### config.mk
export PLATFORM = sky130hd
export DESIGN_NAME = tns_alu
export DESIGN_NICKNAME = d
export VERILOG_FILES = /design/src/sv/tns_pkg.sv /design/src/sv/tns_alu.sv
export SDC_FILE = /design/constraint.sdc
export NUM_CORES = 1
export LEC_CHECK = 0
export ABC_AREA = 1
export BUFFER_PORTS_ARGS = -buffer_cell sky130_fd_sc_hd__buf_4
export CORE_ASPECT_RATIO = 0.7
export CORE_MARGIN = 2
export CORE_UTILIZATION = 50
export CTS_CLUSTER_SIZE = 16
export DETAILED_ROUTE_END_ITERATION = 16
export PLACE_DENSITY = 0.7
export SLEW_MARGIN = 20
export SYNTH_ARGS = -nofsm -noshare
export SYNTH_HDL_FRONTEND = slang
export SYNTH_SLANG_ARGS = --single-unit
export TNS_END_PERCENT = 5
### constraint.sdc
create_clock -name clk -period 5.15 [get_ports clk]
set_clock_uncertainty 0.05 [all_clocks]
set_input_delay 0.2575 -clock clk [delete_from_list [all_inputs] [get_ports clk]]
set_output_delay 0.2575 -clock clk [all_outputs]
set_load 0.01 [all_outputs]
### src/sv/tns_pkg.sv
// Shared widths, defaults and codes for the nearest-texel sampler.
package tns_pkg;

  localparam int DIM_W     = 9;
  localparam int IDX_W     = 2 * DIM_W;
  localparam int COORD_W   = 24;
  localparam int ADDR_IN_W = 16;
  localparam int CHAN_W    = 8;
  localparam int TEXEL_W   = 3 * CHAN_W;
  localparam int CFG_W     = 9;
  localparam int CFG_IDX_W = 3;

  localparam int MAX_DIM_DEF     = 256;
  localparam int TEXEL_DEPTH_DEF = 65536;
  localparam int FRAC_BITS_DEF   = 16;

  localparam logic [CFG_IDX_W-1:0] CFG_TEX_WIDTH  = 3'd0;
  localparam logic [CFG_IDX_W-1:0] CFG_TEX_HEIGHT = 3'd1;
  localparam logic [CFG_IDX_W-1:0] CFG_REPEAT_S   = 3'd2;
  localparam logic [CFG_IDX_W-1:0] CFG_REPEAT_T   = 3'd3;
  localparam logic [CFG_IDX_W-1:0] CFG_PRESENT    = 3'd4;

  localparam logic CMD_WRITE = 1'b0;
  localparam logic CMD_PICK  = 1'b1;

  typedef logic [1:0] alu_op_t;
  localparam alu_op_t OP_MUL = 2'd0;
  localparam alu_op_t OP_MIN = 2'd1;
  localparam alu_op_t OP_ADD = 2'd2;
  localparam alu_op_t OP_SUB = 2'd3;

  typedef struct packed {
    logic    en;
    alu_op_t op;
  } alu_ctl_t;

  typedef struct packed {
    logic we;
    logic re;
  } store_req_t;

endpackage

### src/sv/tns_alu.sv
// Shared arithmetic unit: multiply, index saturate, add and conditional subtract.
module tns_alu
  import tns_pkg::*;
#(
  parameter int FRAC_BITS = FRAC_BITS_DEF,
  parameter int PROD_W    = FRAC_BITS_DEF + 1 + DIM_W
) (
  input  logic              clk,
  input  alu_ctl_t          ctl,
  input  logic [PROD_W-1:0] a,
  input  logic [PROD_W-1:0] b,
  output logic [PROD_W-1:0] res
);

  logic [PROD_W-1:0] res_r;
  logic [PROD_W-1:0] res_nxt;
  logic [PROD_W-1:0] prod;
  logic [DIM_W:0]    t;
  logic [DIM_W:0]    lim;

  assign prod = PROD_W'(a[FRAC_BITS:0]) * PROD_W'(b[DIM_W-1:0]);
  assign t    = a[PROD_W-1:FRAC_BITS];
  assign lim  = {1'b0, b[DIM_W-1:0]} - {{DIM_W{1'b0}}, 1'b1};

  always_comb begin
    unique case (ctl.op)
      OP_MUL: res_nxt = prod;
      OP_MIN: res_nxt = PROD_W'((t > lim) ? lim : t);
      OP_ADD: res_nxt = a + b;
      OP_SUB: res_nxt = (a >= b) ? (a - b) : a;
      default: res_nxt = a;
    endcase
  end

  always_ff @(posedge clk) begin
    if (ctl.en) begin
      res_r <= res_nxt;
    end
  end

  assign res = res_r;

endmodule

# Yosys cells after proc, flatten, opt, wreduce, memory -nomap -nowiden
# Cells that the tools add are included.
# classes
n_addsub	3
mul	1
div	0
n_lt_le_gt_ge	2
n_eq_ne	3
shift	0
n_mux	3
bitwise	0
reduce_logical	1
# ops
operator	count
$pmux 26 s4	1
$add 26x26->26	1
$ge 26x26->1	1
$mul 17x9->26	1
$mux 26	1
$sub 26x26->26	1
$gt 10x10->1	1
$mux 10	1
$sub 9x1->10 const B	1
$eq 2x2->1 const B	2
$eq 2x1->1 const B	1
$logic_not 2->1	1
# totals
reg_bits	26
latchBits	0
mem_bits_rw	0
rom_bits	0
in_bits	56
output_inout_bits	26
elab_cells	14
n_memories	0

# Depth between registers and ports, before layout
# Gate-level depths: netlist (run 1).
# depth
word_depth	4
depth_mapped	23
depth_no_buf	22

# Worst setup path after synthesis (run 1)
# No wires, ideal clock.
# synth_path
kind	input to register
startpoint	input port b[2]
endpoint	register res_r[14] (netlist: res[14]), data pin
setup_time_ps	257
arrival_time_ps	4291
required_time_ps	4843
path_slack_ps	552
stages	21
n_path_buf	2
cell_sequence	clkbuf_1 clkbuf_1 nand2_1 fa_1 inv_1 fa_1 inv_1 fa_1 fa_1 inv_1 ha_1 nand2_1 o21ai_2 nand2_1 nand2_1 a21oi_1 or2_2 nand3_1 nand2_1 inv_1 nand2_1
# synth_between
elab_chain_len	3
elab_cells_between_ends	6
cone_classes	add/sub (2); mul (1); order compare (1); mux (2)
# synth_lines
item	line	rtl
start, declared	tns_alu.sv:11	input logic [PROD_W-1:0] b,
branches (longest 2 deep; another with $mul 17x9->26)	n/a	
$pmux 26 s4 (*)	tns_alu.sv:26	unique case (ctl.op)
net res_nxt[14]	tns_alu.sv:16	logic [PROD_W-1:0] res_nxt;
end signal, assigned	tns_alu.sv:37	res_r <= res_nxt;
end, declared	tns_alu.sv:15	logic [PROD_W-1:0] res_r;
# Mark *: on every way through the listed nets, which the timed path passes.
# A chain may end at the register's enable or synchronous reset.

# Worst setup path in the final report (run 1)
# layout_path
startpoint	input port b[0]
endpoint	register res_r[14] (netlist: res[14]), data pin
# Same word-level chain as after synthesis.

==> run summary, run 1 <==
Setup violations remaining at the end of the flow were counted as 0. The top-level port count is 82. The number of nets handed over by synthesis was 2113.

The initial antenna violation count is 2. Of the total synthesized cell area, the portion taken by AND, OR, NAND and NOR gates is 0.330. The filler cells instantiated in the layout total 2260. The final max-slew violation count is 0. Dividing total power by cell area gives a power density of 339 nW/um^2. The maximum clock frequency came out at 217 MHz. Counting every instance in the synthesized netlist gives 1839. The number of DRC markers after the initial detailed-route iteration came out at 1815. Of the available clock period, the critical path in the final layout requires 0.897.

The CTS buffer count came out at 3. Among all stages on the critical path, the largest delay is contributed by fa_1. The half-perimeter wire length after placement came out at 36300 um. The relative slew slack came out at 0.260.

The final layout contains 2138 nets. For this run, the register share of the synthesized area comes to 0.0697. Grouping stages by cell kind, the critical path spends the most delay in adder cells. The flip-flop and latch count after synthesis is 26. Setup repair after global routing left no endpoint under its margin. The worst-case clock buffer depth is 2. The run finished with clean final reports. The count of flip-flops with a built-in enable after synthesis came out at 26. The number of buffers inserted by port buffering is 81.

The critical path is of the in -> reg type. The initial core utilization came out at 0.513. The worst setup path is captured at a flop. After clock tree synthesis, the clock-pin slew on the worst setup and hold paths is 60 ps. The maximum level of the CTS H-tree came out at 1. The multiplexer share of the synthesized area came out at 0. For this design the static power due to leakage is 7.32 nW. After synthesis, the largest family of logic cells by area is simple AND/OR/NAND/NOR gates. The required time at the worst-slack endpoint is 5090 ps.

The peak per-stage delay on the critical path came out at 570 ps. Including well taps, the total number of placed cells is 2141. The minimum clock period after layout came out at 4620 ps. The number of different library cells used by synthesis comes to 42.

The root buffer cell chosen for the clock tree is clkbuf_16. STA puts the critical path data arrival time at 4560 ps. The number of hold-slack violations in the final timing report was 0. The sink count of the clock tree is 26.

After detailed routing, the average wire length per cell comes to 20.3 um. The via count of the first global-routing pass is 10800. Along the worst path, the maximum fanout reaches 19.

Entering global routing, the biggest net connects 30 pins. The adder-cell share of the synthesized area is 0.315. The first-pass GRT wire length is 65700 um. The accumulated negative setup slack came out at 0 ps.

The critical path goes through buf_4 -> nand2_1 -> fa_1 -> inv_1 -> fa_1 -> fa_1 -> inv_1 -> fa_1 -> inv_1 -> ha_1 -> nand2_1 -> o21ai_0 -> a21oi_1 -> or2_2 -> nand3_1 -> nand2_1 -> inv_1 -> nand2_1. The worst-case vdd ir drop came out at 0.000225 V. Along the worst hold path, the cell count comes to 1. The area of the die is 23700 sq um. The first detailed-routing pass ran for 7 iterations. Registers take 781 sq um. The share of the synthesized area in compound gates (AO/OA/AOI/OAI) was 0.0806. The multi-input gate area in the final layout is 8400 sq um.

The cell area after synthesis is 11200 sq um. The residual DRC count came out at 0. The class of the worst hold path is in -> reg. The core footprint came out at 21800 sq um. The total grt overflow is 0. The final wirelength is 43600 um. The synthesis-to-finish area growth is 7.00%. In the synthesized netlist the dominant register cell turns out to be edfxtp_1. The XOR/XNOR share of the synthesized area is 0.0234. The total number of cells along the worst setup path came out at 18. The global router's overall resource usage is 0.371. The number of vias after detailed routing came out at 12000.

The count of maximum capacitance violations came out at 0. The die outline height came out at 129 um. STA classifies the critical path startpoint as a primary input. The die width is 183 um. The detail-routed via count per cell came out at 5.57.

The share of post-route cells with drive strength above 1 is 0.0671. The number of placement rows is 45. The post-detailed-route count of antenna-violating nets came out at 0.

The average instance in the mapped netlist occupies 6.10 sq um. The final estimated routing congestion in global placement is 1.07. The pin slew with the least headroom to its limit is 1110 ps. The buffer and inverter count on the worst path is 5. For this run, asynchronously set or reset flops after synthesis account for 0. Post-CTS timing repair inserted 0 buffers for setup.

The number of standard cells in the layout, taps in and fillers out is 2147. The flip-flop count of the largest register, all copies and words added is 26. For this design, the CTS-stage hold fixing added 0 buffers. The total of cells resized after clock tree synthesis is 0. The CTS tree is done. The Yosys warning count came out at 0.
-- per-layer routing --
layer | track usage | vias to the layer above | wire [um]
met5 | 0 | - | 9
met4 | 0.0386 | 2 | 507
met3 | 0.145 | 53 | 7480
met2 | 0.464 | 814 | 15000
met1 | 0.596 | 5486 | 20500
li1 | - | 5613 | -
-- power breakdown --
group / internal, mW / switching (mW) / leakage [nW] / total (mW)
logic: 1.19 / 2.38 / 7.03 / 3.57
clock network: 0.104 / 0.0635 / 0.0386 / 0.167
registers: 0.318 / 0.0177 / 0.253 / 0.336
-- layout make-up --
class	instances	share of cell area
multi-input cells	1285	0.701
inverters	464	0.145
flip-flops and latches	26	0.0651
repair buffers	84	0.0526
well taps	282	0.0294
clock buffers	3	0.00626
diodes	2	0.000417
clock inverters	1	0.000313
-- cell families (layout without fill, tap and decap cells) --
group,count (synthesis),after routing
buffers and inverters,528,552
AO/OA/AOI/OAI,163,163
other,0,2
AND/OR/NAND/NOR,874,874
adder cells (fa/ha/maj),218,218
flip-flops,26,26
XOR/XNOR,30,30
-- cell usage in the layout (no fill, tap or decap), drive strengths merged --
cell    netlist  layout
o21bai        6       6
o21ai        52      52
o21a          1       1
or2           5       5
a21o          6       6
nand4        50      50
inv         459     459
ha          111     111
and2          3       3
clkinv        5       6
nand3b        4       4
a31oi         4       4
nand2b        1       1
xor2         24      24
nand3       135     135
a21boi        2       2
edfxtp       26      26
buf          32      84
o211ai        3       3
fa          107     107
clkbuf       32       3
nor4          2       2
nor2        126     126
xnor2         6       6
nand2       532     532
nor3         14      14
diode         0       2
a21oi        89      89
and3          2       2
-- synthesized netlist by cell type, types with 3 or more instances --
cell	count	area (sq um)
o21bai_1	6	45.0
nand2_1	523	1960
inv_2	4	15.0
fa_1	107	2140
clkinv_1	5	18.8
buf_2	20	100
a31oi_1	4	25.0
nor2_2	8	50.1
nand4_1	50	313
xnor2_1	6	52.6
inv_1	455	1710
o21ai_0	48	240
nand3_1	132	661
o211ai_2	3	37.5
nand3b_1	4	30.0
a21o_1	6	45.0
ha_1	111	1390
nand2_2	9	56.3
or2_2	4	25.0
nor3_1	13	65.1
a21oi_1	87	435
nor2_1	118	443
nand3_2	3	30.0
edfxtp_1	26	781
buf_1	9	33.8
clkbuf_1	32	120
xor2_1	24	210
and2_1	3	18.8
-- stage by stage --
| stage | power [mW] | hold slack (ps) | instance area (sq um) | setup WS, ps | utilization |
|---|---|---|---|---|---|
| final | 4.07 | 380 | 12000 | 532 | 0.549 |
| after global routing | 4.47 | 392 | 12000 | 241 | 0.549 |
| after detailed placement | 3.77 | 616 | 11900 | 290 | 0.545 |
| after floorplan | 2.66 | 320 | 11200 | 552 | - |
| after CTS | 3.95 | 384 | 12000 | 550 | 0.549 |
| after global placement | 3.75 | 616 | 11900 | 321 | 0.545 |
-- final timing paths --
check                   from           endpoint  slack [ps]
worst max-delay path    b[0]  res[14]$_DFFE_PP_         530
worst min-delay path  ctl[2]   res[6]$_DFFE_PP_         380
No activity file was read; power rests on OpenSTA's default activity.
==> run 2: changes to the inputs <==
- clock period: 5.15 -> 4.9 ns (I/O delays scaled with it)
==> run summary, run 2 (synthesized netlist as in run 1, its figures left out) <==
The post-placement cell area came out at 11900 sq um. Hold repair after CTS inserted 0 buffers. The relative slew slack came out at 0.347.

In the global route stage, met2 resource usage came out at 0.455. For this configuration, the core starts out at a cell density of 0.513. CTS placed an instance of clkbuf_16 at the clock tree root. The worst setup path is launched from a primary input. The analysis attributes to cell leakage a power of 7.34 nW. The sink count of the clock tree is 26. The number of vias after detailed routing came out at 12000.

The number of DRC markers after the initial detailed-route iteration is 1709. The final estimated routing congestion in global placement is 1.14. The worst setup path is of the in -> reg kind. The number of filler cells placed in the layout is 2230. Summing all flip-flop and latch instances after layout gives 781 sq um. The CTS buffer count is 3.

The final net count came out at 2143. Entering global routing, the biggest net connects 27 pins. Leaving out fill and tap cells, the most frequent cell in the layout is nand2_1. The post-route clock period utilization came out at 0.935. The number of placement rows is 45.

The maximum clock frequency came out at 218 MHz. The initial antenna violation count came out at 1. The core footprint came out at 21800 sq um. The detailed-routing iteration count for the pre-antenna-repair pass came out at 7.

The wire length per cell came out at 19.8 um. The cell area after layout came out at 12000 sq um. The area of the die came out at 23700 sq um.

Data on the critical path arrives at its endpoint at 4520 ps. The number of buffers inserted by port buffering came out at 81. The clock transition at the registers of the reported paths is 70 ps.

The pin slew with the least headroom to its limit came out at 974 ps. The repair_antennas step left the layout with diodes totalling 0. The share of post-route cells with drive strength above 1 came out at 0.0685. The instance count after placement with tap cells included came out at 2146. The power consumption is 4.26 mW. Setup repair after global routing left no endpoint under its margin. The buffers inserted during post-CTS setup optimization is 0. STA classifies the critical path endpoint as a flop. The first-pass GRT wire length is 63700 um. For the worst setup path, the data required time is 4840 ps. The biggest fanout along the worst timing path came out at 20. The via count of the first global-routing pass is 10900. The maximum level of the CTS H-tree is 1. The top cell types in the final layout, fill and taps aside, are 523 x nand2_1, 455 x inv_1, 132 x nand3_1. The count of endpoints failing setup in the final report came out at 0.

The flip-flop count of the largest register, all copies and words added came out at 26. The total of cells resized after clock tree synthesis is 0. The global router's overall resource usage is 0.359. The half-perimeter wire length after placement came out at 35300 um. Across the VDD grid, the largest voltage drop is 0.000254 V. The min-delay analysis places its worst path in the category in -> reg.

The die width came out at 183 um. From bottom edge to top edge, the die measures 129 um. The multi-input gate area in the final layout is 8400 sq um. The minimum clock period after layout came out at 4580 ps.

The top-level port count came out at 82. The clock passes through at most 2 buffers. Summed over all layers, the global routing overflow is 0. The synthesis-to-finish area growth is 7.24%.

Using the TritonRoute via totals, the vias-per-cell ratio works out to 5.60. The final max-slew violation count came to 0. Once detail routing completed, the nets flagged for antenna violations numbered 0.

The CTS tree is done. The final wirelength is 42500 um. The met1 usage is 0.543. For this run, global-route usage on met3 was measured as 0.179. The number of hold-slack violations in the final timing report is 0. In this run the most used layer during global routing was met1. The number of standard cells in the layout, taps in and fillers out came out at 2150. After detailed routing, the number of remaining DRC violations is 0. The flow ran to the end, and the final reports show no timing, DRC or antenna violations.

The accumulated negative setup slack is 0 ps. The count of maximum capacitance violations is 0. Dividing total power by cell area gives a power density of 354 nW/um^2.
run 2: cell type report:
class	count	share of cell area
clock inverters	1	0.000312
repair buffers	89	0.0556
well taps	282	0.0294
multi-input cells	1285	0.699
inverters	464	0.145
clock buffers	3	0.00624
flip-flops and latches	26	0.0649
run 2: final timing paths:
check,from,endpoint,slack [ps],cells after the start
min,ctl[2],res[8]$_DFFE_PP_,370,1
max,b[4],res[16]$_DFFE_PP_,320,22
run 2: routing by layer:
| layer | share of wire | vias to the layer above |
|---|---|---|
| met3 | 0.18 | 60 |
| met1 | 0.45 | 5532 |
| met4 | 0.016 | 4 |
| met5 | 0.0015 | - |
| met2 | 0.35 | 828 |
| li1 | - | 5623 |
run 2: stage by stage:
step	setup slack, ps	util	hold WS (ps)
floorplan	314	-	307
global placement	106	0.547	602
detailed placement	113	0.547	603
CTS	371	0.550	366
global route	78.4	0.550	383
finish	318	0.550	365
run 2: where the power goes:
group          total (mW)  internal (mW)  leakage (nW)  switching, mW
registers           0.354          0.335         0.253         0.0190
clock network       0.179          0.109        0.0385         0.0701
logic                3.73           1.24          7.05           2.49
total                4.26           1.68          7.34           2.58
run 2: critical path, stage by stage:
cell     delay (ps)
buf_4           250
ha_1            200
inv_1           100
fa_1            540
fa_1            550
inv_1            50
fa_1            470
inv_1            50
fa_1            470
inv_1            40
ha_1            360
nand2_1         110
inv_1            90
nand2_1          70
nor3_1          220
nand2_1          90
nand3_1         110
a21oi_1          70
o21ai_0         190
nand2_1         100
inv_1            60
nand2_1          70
